File: config.mk
export PLATFORM = sky130hd
export DESIGN_NAME = insertion_ordered_int_set_core
export DESIGN_NICKNAME = d
export VERILOG_FILES = /design/src/iois_pkg.sv /design/src/iois_ctrl.sv /design/src/iois_dp.sv /design/src/insertion_ordered_int_set_core.sv
export SDC_FILE = /design/constraint.sdc
export NUM_CORES = 1
export LEC_CHECK = 0
export BUFFER_PORTS_ARGS = -buffer_cell sky130_fd_sc_hd__buf_2
export CAP_MARGIN = 20
export CORE_MARGIN = 2
export CORE_UTILIZATION = 50
export DETAILED_ROUTE_END_ITERATION = 8
export HOLD_SLACK_MARGIN = 0.08
export PLACE_DENSITY = 0.73
export SLEW_MARGIN = 0
export SYNTH_ARGS = -nofsm -noshare
export SYNTH_HDL_FRONTEND = slang
export SYNTH_SLANG_ARGS = --single-unit
File: constraint.sdc
create_clock -name clk -period 7.65 [get_ports clk]
set_input_delay 0.765 -clock clk [delete_from_list [all_inputs] [get_ports clk]]
set_output_delay 0.765 -clock clk [all_outputs]
set_load 0.05 [all_outputs]
File: src/iois_pkg.sv
// ----------------------------------------------------------------------------
// iois_pkg
// Shared types and constants for the insertion-ordered integer set core.
// ----------------------------------------------------------------------------
package iois_pkg;

  // Capacity of the set, and the widths that follow from it.
  localparam int DEPTH = 16;
  localparam int IDX_W = (DEPTH > 1) ? $clog2(DEPTH) : 1;
  localparam int CNT_W = $clog2(DEPTH + 1);

  // Fixed field widths of the channels.
  localparam int FUNC_W  = 3;
  localparam int VALUE_W = 32;
  localparam int COUNT_W = 5;

  // Operation codes.
  localparam logic [FUNC_W-1:0] FN_INSERT = 3'd0;
  localparam logic [FUNC_W-1:0] FN_REMOVE = 3'd1;
  localparam logic [FUNC_W-1:0] FN_EXISTS = 3'd2;
  localparam logic [FUNC_W-1:0] FN_FIRST  = 3'd3;
  localparam logic [FUNC_W-1:0] FN_NEXT   = 3'd4;

  // Controller states.
  typedef enum logic {
    ST_IDLE,
    ST_EXEC
  } state_t;

  // Commands from the controller to the datapath.
  typedef struct packed {
    logic load;  // capture the operation and the registered compare
    logic exec;  // apply the update and load the result register
  } cmd_t;

endpackage

File: src/iois_ctrl.sv
// ----------------------------------------------------------------------------
// iois_ctrl
// Controller: sequences one operation over a compare cycle and an execute
// cycle, and owns the handshake of both channels.
// ----------------------------------------------------------------------------
module iois_ctrl (
  input  logic            clk,
  input  logic            rst_n,
  input  logic            in_valid,
  output logic            in_stall,
  output logic            out_valid,
  input  logic            out_stall,
  output iois_pkg::cmd_t  cmd
);

  iois_pkg::state_t state_r, state_nxt;
  logic             out_valid_r, out_valid_nxt;
  logic             out_free;

  // The result register can take a new result when empty or being drained.
  assign out_free = !out_valid_r || !out_stall;

  // Next state.
  always_comb begin
    state_nxt = state_r;
    unique case (state_r)
      iois_pkg::ST_IDLE: begin
        if (in_valid) state_nxt = iois_pkg::ST_EXEC;
      end
      iois_pkg::ST_EXEC: begin
        if (out_free) state_nxt = iois_pkg::ST_IDLE;
      end
      default: state_nxt = iois_pkg::ST_IDLE;
    endcase
  end

  // Outputs and commands.
  always_comb begin
    in_stall = 1'b1;
    cmd      = '0;
    unique case (state_r)
      iois_pkg::ST_IDLE: begin
        in_stall = 1'b0;
        cmd.load = in_valid;
      end
      iois_pkg::ST_EXEC: begin
        cmd.exec = out_free;
      end
      default: begin
        in_stall = 1'b1;
      end
    endcase
  end

  // Result valid flag: set by an execute, cleared by an output transfer.
  always_comb begin
    out_valid_nxt = out_valid_r;
    if (cmd.exec) begin
      out_valid_nxt = 1'b1;
    end else if (out_valid_r && !out_stall) begin
      out_valid_nxt = 1'b0;
    end
  end

  always_ff @(posedge clk) begin
    if (!rst_n) begin
      state_r     <= iois_pkg::ST_IDLE;
      out_valid_r <= 1'b0;
    end else begin
      state_r     <= state_nxt;
      out_valid_r <= out_valid_nxt;
    end
  end

  assign out_valid = out_valid_r;

  // A new result appears only from an execute cycle.
  a_rise_from_exec: assert property (@(posedge clk) disable iff (!rst_n)
    $rose(out_valid_r) |-> $past(state_r == iois_pkg::ST_EXEC))
    else $error("result valid rose outside an execute cycle");

  // Input transfers happen only while idle.
  a_load_idle: assert property (@(posedge clk) disable iff (!rst_n)
    cmd.load |-> (state_r == iois_pkg::ST_IDLE) && !cmd.exec)
    else $error("input transfer outside idle");

  // An execute never overwrites a result that is still stalled.
  a_no_overwrite: assert property (@(posedge clk) disable iff (!rst_n)
    cmd.exec |-> !(out_valid_r && out_stall))
    else $error("stalled result overwritten");

  // Every load is followed by the execute cycle.
  a_load_then_exec: assert property (@(posedge clk) disable iff (!rst_n)
    cmd.load |=> (state_r == iois_pkg::ST_EXEC))
    else $error("load not followed by execute state");

endmodule

File: src/iois_dp.sv
// ----------------------------------------------------------------------------
// iois_dp
// Datapath: entry cells with a parallel compare, shift-down on removal,
// count and cursor registers, and the result register.
// ----------------------------------------------------------------------------
module iois_dp (
  input  logic                                 clk,
  input  logic                                 rst_n,
  input  iois_pkg::cmd_t                       cmd,
  input  logic [iois_pkg::FUNC_W-1:0]          in_func,
  input  logic signed [iois_pkg::VALUE_W-1:0]  in_value,
  output logic                                 out_present,
  output logic                                 out_has_item,
  output logic signed [iois_pkg::VALUE_W-1:0]  out_item,
  output logic [iois_pkg::COUNT_W-1:0]         out_count,
  output logic                                 out_overflow
);

  localparam int DEPTH = iois_pkg::DEPTH;
  localparam int IDX_W = iois_pkg::IDX_W;
  localparam int CNT_W = iois_pkg::CNT_W;
  localparam int VW    = iois_pkg::VALUE_W;

  logic [VW-1:0]             entries_r [DEPTH];
  logic [CNT_W-1:0]          used_r, used_nxt;
  logic [CNT_W-1:0]          cursor_r, cursor_nxt;
  logic [iois_pkg::FUNC_W-1:0] func_r;
  logic [VW-1:0]             value_r;
  logic [DEPTH-1:0]          match_r, match_c;
  logic [DEPTH-1:0]          tail_r, tail_c;
  logic                      found_r;

  logic                      full;
  logic                      do_insert;
  logic                      do_remove;
  logic                      pres_nxt, has_nxt, ovf_nxt;
  logic [VW-1:0]             item_nxt;

  // Parallel compare of the incoming value against every live cell, and the
  // prefix of the match that marks the cells at and after the hit.
  always_comb begin
    for (int i = 0; i < DEPTH; i++) begin
      match_c[i] = (entries_r[i] == in_value) && (CNT_W'(i) < used_r);
    end
    tail_c[0] = match_c[0];
    for (int i = 1; i < DEPTH; i++) begin
      tail_c[i] = tail_c[i-1] | match_c[i];
    end
  end

  // Capture the operation together with its compare result.
  always_ff @(posedge clk) begin
    if (cmd.load) begin
      func_r  <= in_func;
      value_r <= in_value;
      match_r <= match_c;
      tail_r  <= tail_c;
      found_r <= |match_c;
    end
  end

  assign full      = (used_r >= CNT_W'(DEPTH));
  assign do_insert = (func_r == iois_pkg::FN_INSERT) && !found_r && !full;
  assign do_remove = (func_r == iois_pkg::FN_REMOVE) && found_r;

  // Result and the next count and cursor.
  always_comb begin
    used_nxt   = used_r;
    cursor_nxt = cursor_r;
    pres_nxt   = 1'b0;
    has_nxt    = 1'b0;
    ovf_nxt    = 1'b0;
    item_nxt   = '0;
    case (func_r)
      iois_pkg::FN_INSERT: begin
        pres_nxt = found_r;
        if (!found_r) begin
          if (full) begin
            ovf_nxt = 1'b1;
          end else begin
            used_nxt = used_r + CNT_W'(1);
            if (cursor_r > CNT_W'(1)) cursor_nxt = CNT_W'(1);
          end
        end
      end
      iois_pkg::FN_REMOVE: begin
        pres_nxt = found_r;
        if (found_r) used_nxt = used_r - CNT_W'(1);
        if (cursor_r > CNT_W'(1)) cursor_nxt = CNT_W'(1);
      end
      iois_pkg::FN_EXISTS: begin
        pres_nxt = found_r;
      end
      iois_pkg::FN_FIRST: begin
        if (used_r != '0) begin
          has_nxt    = 1'b1;
          item_nxt   = entries_r[0];
          cursor_nxt = CNT_W'(1);
        end
      end
      iois_pkg::FN_NEXT: begin
        if (cursor_r < used_r) begin
          has_nxt    = 1'b1;
          item_nxt   = entries_r[cursor_r[IDX_W-1:0]];
          cursor_nxt = cursor_r + CNT_W'(1);
        end
      end
      default: begin
        pres_nxt = 1'b0;
      end
    endcase
  end

  // Entry cells: append at the count, or close the gap after a removal.
  always_ff @(posedge clk) begin
    if (cmd.exec) begin
      if (do_insert) begin
        entries_r[used_r[IDX_W-1:0]] <= value_r;
      end else if (do_remove) begin
        for (int i = 0; i < DEPTH - 1; i++) begin
          if (tail_r[i]) entries_r[i] <= entries_r[i+1];
        end
      end
    end
  end

  // Count and cursor.
  always_ff @(posedge clk) begin
    if (!rst_n) begin
      used_r   <= '0;
      cursor_r <= '0;
    end else if (cmd.exec) begin
      used_r   <= used_nxt;
      cursor_r <= cursor_nxt;
    end
  end

  // Result register, loaded by the execute cycle.
  always_ff @(posedge clk) begin
    if (cmd.exec) begin
      out_present  <= pres_nxt;
      out_has_item <= has_nxt;
      out_item     <= item_nxt;
      out_count    <= iois_pkg::COUNT_W'(used_nxt);
      out_overflow <= ovf_nxt;
    end
  end

  // Values in the set are distinct, so at most one cell matches.
  a_single_match: assert property (@(posedge clk) disable iff (!rst_n)
    cmd.exec |-> $onehot0(match_r))
    else $error("more than one cell matched");

  // The count never exceeds the capacity.
  a_used_bound: assert property (@(posedge clk) disable iff (!rst_n)
    used_r <= CNT_W'(DEPTH))
    else $error("element count above capacity");

  // An overflow leaves the count at capacity.
  a_overflow_full: assert property (@(posedge clk) disable iff (!rst_n)
    cmd.exec && ovf_nxt |=> used_r == CNT_W'(DEPTH))
    else $error("overflow reported while not full");

  // Removal of a present value lowers the count by one.
  a_remove_count: assert property (@(posedge clk) disable iff (!rst_n)
    cmd.exec && do_remove |=> used_r == $past(used_r) - CNT_W'(1))
    else $error("removal did not lower the count");

endmodule

File: src/insertion_ordered_int_set_core.sv
// ----------------------------------------------------------------------------
// insertion_ordered_int_set_core
// Set of distinct signed 32-bit values kept in insertion order, with insert,
// remove, exists, first and next operations; one result per operation.
// ----------------------------------------------------------------------------
//
//   Channel  Direction  Handshake             Payload
//   in_      input      in_valid / in_stall   func, value
//   out_     output     out_valid / out_stall present, has_item, item, count,
//                                             overflow
//
// Each operation is first captured, registering the parallel compare over all
// cells, and then executed, updating cells, count and cursor and loading the
// result register. The input is stalled while the execute state lasts.
// The execute cycle waits while a previous result is stalled at the output;
// a new operation can be taken while a result waits.
// Reset is synchronous and clears the count, cursor and handshake state; the
// cells need no clearing.
// ----------------------------------------------------------------------------
module insertion_ordered_int_set_core (
  input  logic                                 clk,
  input  logic                                 rst_n,
  input  logic                                 in_valid,
  output logic                                 in_stall,
  input  logic [iois_pkg::FUNC_W-1:0]          in_func,
  input  logic signed [iois_pkg::VALUE_W-1:0]  in_value,
  output logic                                 out_valid,
  input  logic                                 out_stall,
  output logic                                 out_present,
  output logic                                 out_has_item,
  output logic signed [iois_pkg::VALUE_W-1:0]  out_item,
  output logic [iois_pkg::COUNT_W-1:0]         out_count,
  output logic                                 out_overflow
);

  iois_pkg::cmd_t cmd;

  // Operation sequencing and handshakes.
  iois_ctrl u_ctrl (
    .clk       (clk),
    .rst_n     (rst_n),
    .in_valid  (in_valid),
    .in_stall  (in_stall),
    .out_valid (out_valid),
    .out_stall (out_stall),
    .cmd       (cmd)
  );

  // Cells, count, cursor and result register.
  iois_dp u_dp (
    .clk          (clk),
    .rst_n        (rst_n),
    .cmd          (cmd),
    .in_func      (in_func),
    .in_value     (in_value),
    .out_present  (out_present),
    .out_has_item (out_has_item),
    .out_item     (out_item),
    .out_count    (out_count),
    .out_overflow (out_overflow)
  );

endmodule
### Word-level counts from Yosys, hierarchy flattened

Memories as Yosys holds them, arrays and structs flattened. A register that Yosys moved wholly into a read port is not among the register bits.
Index checks and enable logic that the tools add are counted.

| operators by class | value |
|---|---|
| reductions and logical operators | 34 |
| bitwise logic cells | 16 |
| $add $sub $neg | 3 |
| equality and inequality tests | 24 |
| multiplexer cells | 108 |
| $lt $le $gt $ge | 19 |

Operators with widths:

| kind | count |
|---|---|
| $eq A32 B32 Y1 | 16 |
| $mux W32 | 3 |
| $mux W1 | 89 |
| $pmux W32 S2 | 1 |
| $lt A4 B5 Y1 const A | 8 |
| $mux W5 | 8 |
| $reduce_or A32 Y1 | 1 |
| $logic_and A1 B1 Y1 | 20 |
| $lt A3 B5 Y1 const A | 4 |
| $pmux W5 S4 | 1 |
| $reduce_or A16 Y1 | 1 |
| $or A1 B1 Y1 | 14 |
| $mux W4 | 3 |
| $add A5 B1 Y5 const B | 2 |
| $lt A1 B5 Y1 const A | 2 |
| $lt A2 B5 Y1 const A | 2 |
| $pmux W5 S2 | 1 |
| $eq A3 B2 Y1 const B | 2 |
| $reduce_and A6 Y1 | 1 |
| $ge A5 B5 Y1 const B | 1 |
| $gt A5 B1 Y1 const B | 1 |
| $lt A5 B5 Y1 | 1 |
| $reduce_bool A5 Y1 | 1 |
| $sub A5 B1 Y5 const B | 1 |
| 13 further kinds | 20 |

| storage, ports and cells | value |
|---|---|
| input port bits | 39 |
| memories | 1 |
| logic and storage cells | 218 |
| output and inout bits | 42 |
| bits in registers | 103 |
| bits in writable memories | 512 |

Memories:

| memory | depth | width | rd ports | clocked after memory_dff | write ports | RTL line | text |
|---|---|---|---|---|---|---|---|
| u_dp.entries_r | 16 | 32 | 17 | 1 | 15 | iois_dp.sv:24 | `logic [VW-1:0] entries_r [DEPTH];` |

### Logic depth before layout (Yosys ltp)

| depth | value |
|---|---|
| depth after elaboration | 16 |
| depth in mapped cells | 10 |
| depth with buffers taken out | 9 |

### Cells and area by module

A second synthesis with hierarchy kept.

| second synthesis, totals | value |
|---|---|
| cell total of the unflattened synthesis | 2444 |
| area total of the unflattened synthesis | 35535.3 um2 |

By module, submodules not included:

| module | seq. area each (um2) | area each (um2) | instances | cells each |
|---|---|---|---|---|
| iois_dp | 18387.6 | 35449.0 | 1 | 2435 |
| iois_ctrl | 40.0 | 86.3 | 1 | 9 |

### Worst setup path before layout

OpenSTA, ideal clock, no wires.

| path | value |
|---|---|
| path kind | input to register |
| from | in out_stall |
| to | mem u_dp.entries_r[0][0] (netlist bit) (enable) |
| stages on the path | 7 |
| buffers on the path | 0 |
| data arrival time | 3265 ps |
| setup slack | 3996 ps |
| required time | 7261 ps |
| cells stage by stage | nand2_1 nand2_1 inv_1 nand2_1 nor3_1 nand2_1 nand2_1 |

RTL lines:

| what | RTL line | text |
|---|---|---|
| from (decl) | insertion_ordered_int_set_core.sv:28 | `input logic out_stall,` |
| to (decl) | iois_dp.sv:24 |  |

==> reports/results.tsv <==
stage	metric	value	unit
routing	routed_via_density	6.95	
routing	first_iter_violations	4100	
synthesis	synth_ff_type	edfxtp_1	
sta	period_share	50.7	%
clock_network	cts_tree	built	
routing	dr.pass1.iters	6	
synthesis	synth_top_family_by_area	multiplexers	
grt	first_global_vias	23001	
synthesis	yosys.area_share.simple	5.40	%
sta	tightest_slew	1200	ps
power	internal_power	6030	uW
clock_network	cts_root_buf	clkbuf_16	
sta	rsz0062_at_grt	no	
routing	routed_wirelength	133000	microns
power	power_frac_comb	8.3	%
sta	relSlewSlack	19.9	%
clock_network	numCtsBuffers	72	
sta	report.final.setup_viol	0	
clock_network	cts.hold.buffers_added	0	
worst_hold_path	hold_path_class	input port to flip-flop	
synthesis	synth.cell_area	0.0358	sq mm
critical_path	crit_required	7880	ps
grt	grt_first_pass_wirelength	184000	microns
finish	nets	2476	
run_status	outcome	completed	
clock_network	clock_sinks	619	
finish	instances_no_fill	3434	
synthesis	ys_ff_latch	619	
synthesis	syn-num-nets	2496	
sta	layout_min_cycle_time	3880	ps
grt	antenna_found_initial	6	
synthesis	netlist_instances	2447	
synthesis	ys_top_cells_by_area	edfxtp_1 (51%), mux2_2 (14%), mux4_2 (10%)	
power	p_per_area	205	mW/mm^2
sta	hold_viol	0	
floorplanning	num_io_pins	81	
floorplanning	dieHeight	272	microns
power	switching_share	24.7	%
grt	track_usage	35.8	%
finish	syn2layout_area_growth	8.86	%
synthesis	synth_edf_count	603	
power	clkPwrFrac	43.3	%
clock_network	post_cts_resized	0	
critical_path	crit_arrival	4100	ps
synthesis	synth_commonest_cells	edfxtp_1 (603), mux2_2 (455), xnor2_1 (303)	
sta	tns	0	ps
clock_network	path_clk_slew	60	ps
routing	vias	23863	
floorplanning	core	0.0712	sq mm
critical_path	r2r_setup_slack	3770	ps
placed_design	hpwl	94600	microns
floorplanning	initial_utilization	50.3	%
synthesis	synth_top_area_share	50.6	%
critical_path	critPathKind	flip-flop to flip-flop	
grt	grt_overflow	0	
synthesis	synthAdderAreaFrac	0.349	%
routing	wire_per_inst	38.8	microns
clock_network	clk_latency	630	ps
sta	finClkSkew	26.2	ps
critical_path	cp-end-kind	flip-flop	
finish	drive_gt1_share	35.0	%
power	ir_worst_vdd	0.172	mV
synthesis	syn_avg_cell_area	14.6	sq um
power	seqPwrFrac	48.4	%
synthesis	synth_warnings	0	
placed_design	numPortBuffers	80	
finish	finalCoreUtilization	54.7	%
synthesis	synth_xor_area_share	12.5	%
floorplanning	row_count	98	
synthesis	synthArstFlopShare	0	%
grt	grt_max_degree	90	
floorplanning	die_area	0.0738	sq mm
synthesis	synth.distinct_cells	59	
synthesis	synth_top_cell_by_area	edfxtp_1	
placed_design	placed_cells	3301	
power	switchingPower	1980	uW
synthesis	yosysSeqAreaShare	51.4	%
sta	fmax	0.258	GHz
floorplanning	die_w	272	microns
run	drv_cap	0	
placed_design	placed_cell_area	0.0366	sq mm
routing	drc	0	
placed_design	gp_congestion	1.19	
critical_path	worstPathMaxFanout	33	
power	p_leak	0.0127	uW
clock_network	clockBufferDepth	3	
synthesis	synth_compound_area_share	1.62	%
critical_path	start_kind	flip-flop	
clock_network	cts.htree.levels	3	
synthesis	synth.mux.area_fraction	25.1	%
sta	final_max_slew_viol_count	0	
finish	fin_area	0.0390	sq mm
clock_network	cts_setup_buffers	0	
synthesis	yosysMostFrequentCell	edfxtp_1	
routing	ant_nets	0	
-- per-layer routing --
layer | wire length (microns) | share of wire, % | vias to the layer above | GRT usage [%]
met1 | 49700 | 37 | 12222 | 48.2
li1 | - | - | 9261 | -
met4 | 9910 | 7.4 | 0 | 22.5
met2 | 57800 | 43 | 1990 | 52.5
met5 | 0 | 0 | - | 0
met3 | 15800 | 12 | 390 | 8.24
-- metrics by stage --
stage                     total power [uW]  setup slack [ps]  hold WS (ps)
after floorplan                       4340              4000           509
after global placement                4560              3490           509
after detailed placement              4570              3610           544
after CTS                             7990              3880           313
after global routing                  8160              3780           326
final                                 8010              3770           327
-- worst max-delay path, stage by stage, from the launching register on --
cell and delay (ps):
edfxtp_1 680, nand3_2 260, nor2_2 150, buf_4 410
nand2_2 770, nand2_2 1170
-- power by group through the flow --
| stage | clock network [uW] | logic, uW | registers (uW) |
|---|---|---|---|
| finish | 3470 | 661 | 3880 |
| global route | 3610 | 676 | 3880 |
| CTS | 3480 | 639 | 3870 |
| detailed placement | 0 | 635 | 3940 |
| global placement | 0 | 629 | 3940 |
| floorplan | 0 | 422 | 3920 |
-- flip-flops by register name, indices dropped and copies added, names as in the netlist, 3 cells and up, named ones only --
register	count
u_dp.out_item	32
u_dp.cursor_r	5
u_dp.used_r	5
u_dp.out_count	5
u_dp.entries_r	512
u_dp.value_r	32
u_dp.tail_r	15
u_dp.func_r	3
-- cell type report --
class	count	area, sq um
Fill cell	5721	32200
Sequential cell	619	18400
Multi-Input combinational cell	1587	16200
Clock buffer	92	1990
Tap cell	950	1190
Timing Repair Buffer	99	698
Clock inverter	37	308
Inverter	48	180
Antenna cell	2	5.00
-- layout by cell type, fill, tap and decap left out, drive strengths merged, types with 4 or more instances in the layout --
master,count
a21o,5
a21oi,12
and2,4
buf,99
bufinv,5
clkbuf,92
clkinv,28
dfxtp,16
edfxtp,603
ha,10
inv,51
mux2,478
mux4,160
nand2,99
nand2b,6
nand3,23
nand4,91
nor2,14
nor2b,4
nor3,25
nor4,57
o21ai,43
or3,5
xnor2,303
xor2,209
-- worst paths after layout --
| kind | cells past startpoint | start | endpoint |
|---|---|---|---|
| max | 5 | u_dp.found_r | u_dp.entries_r[1][19] |
| min | 1 | in_func[1] | u_dp.func_r[1] |
| max reg2reg | 5 | u_dp.found_r | u_dp.entries_r[1][19] |
| min reg2reg | 2 | u_ctrl.out_valid | u_ctrl.out_valid |
-- cells by family after synthesis --
logic type | after synthesis
buffers and inverters | 241
xor gates and xnor gates | 512
and+or+nand+nor | 337
adders and majority gates | 10
AOI/OAI and AO/OA | 90
DFF | 619
muxes | 638
Note: power is estimated with default switching activity, not from simulation.
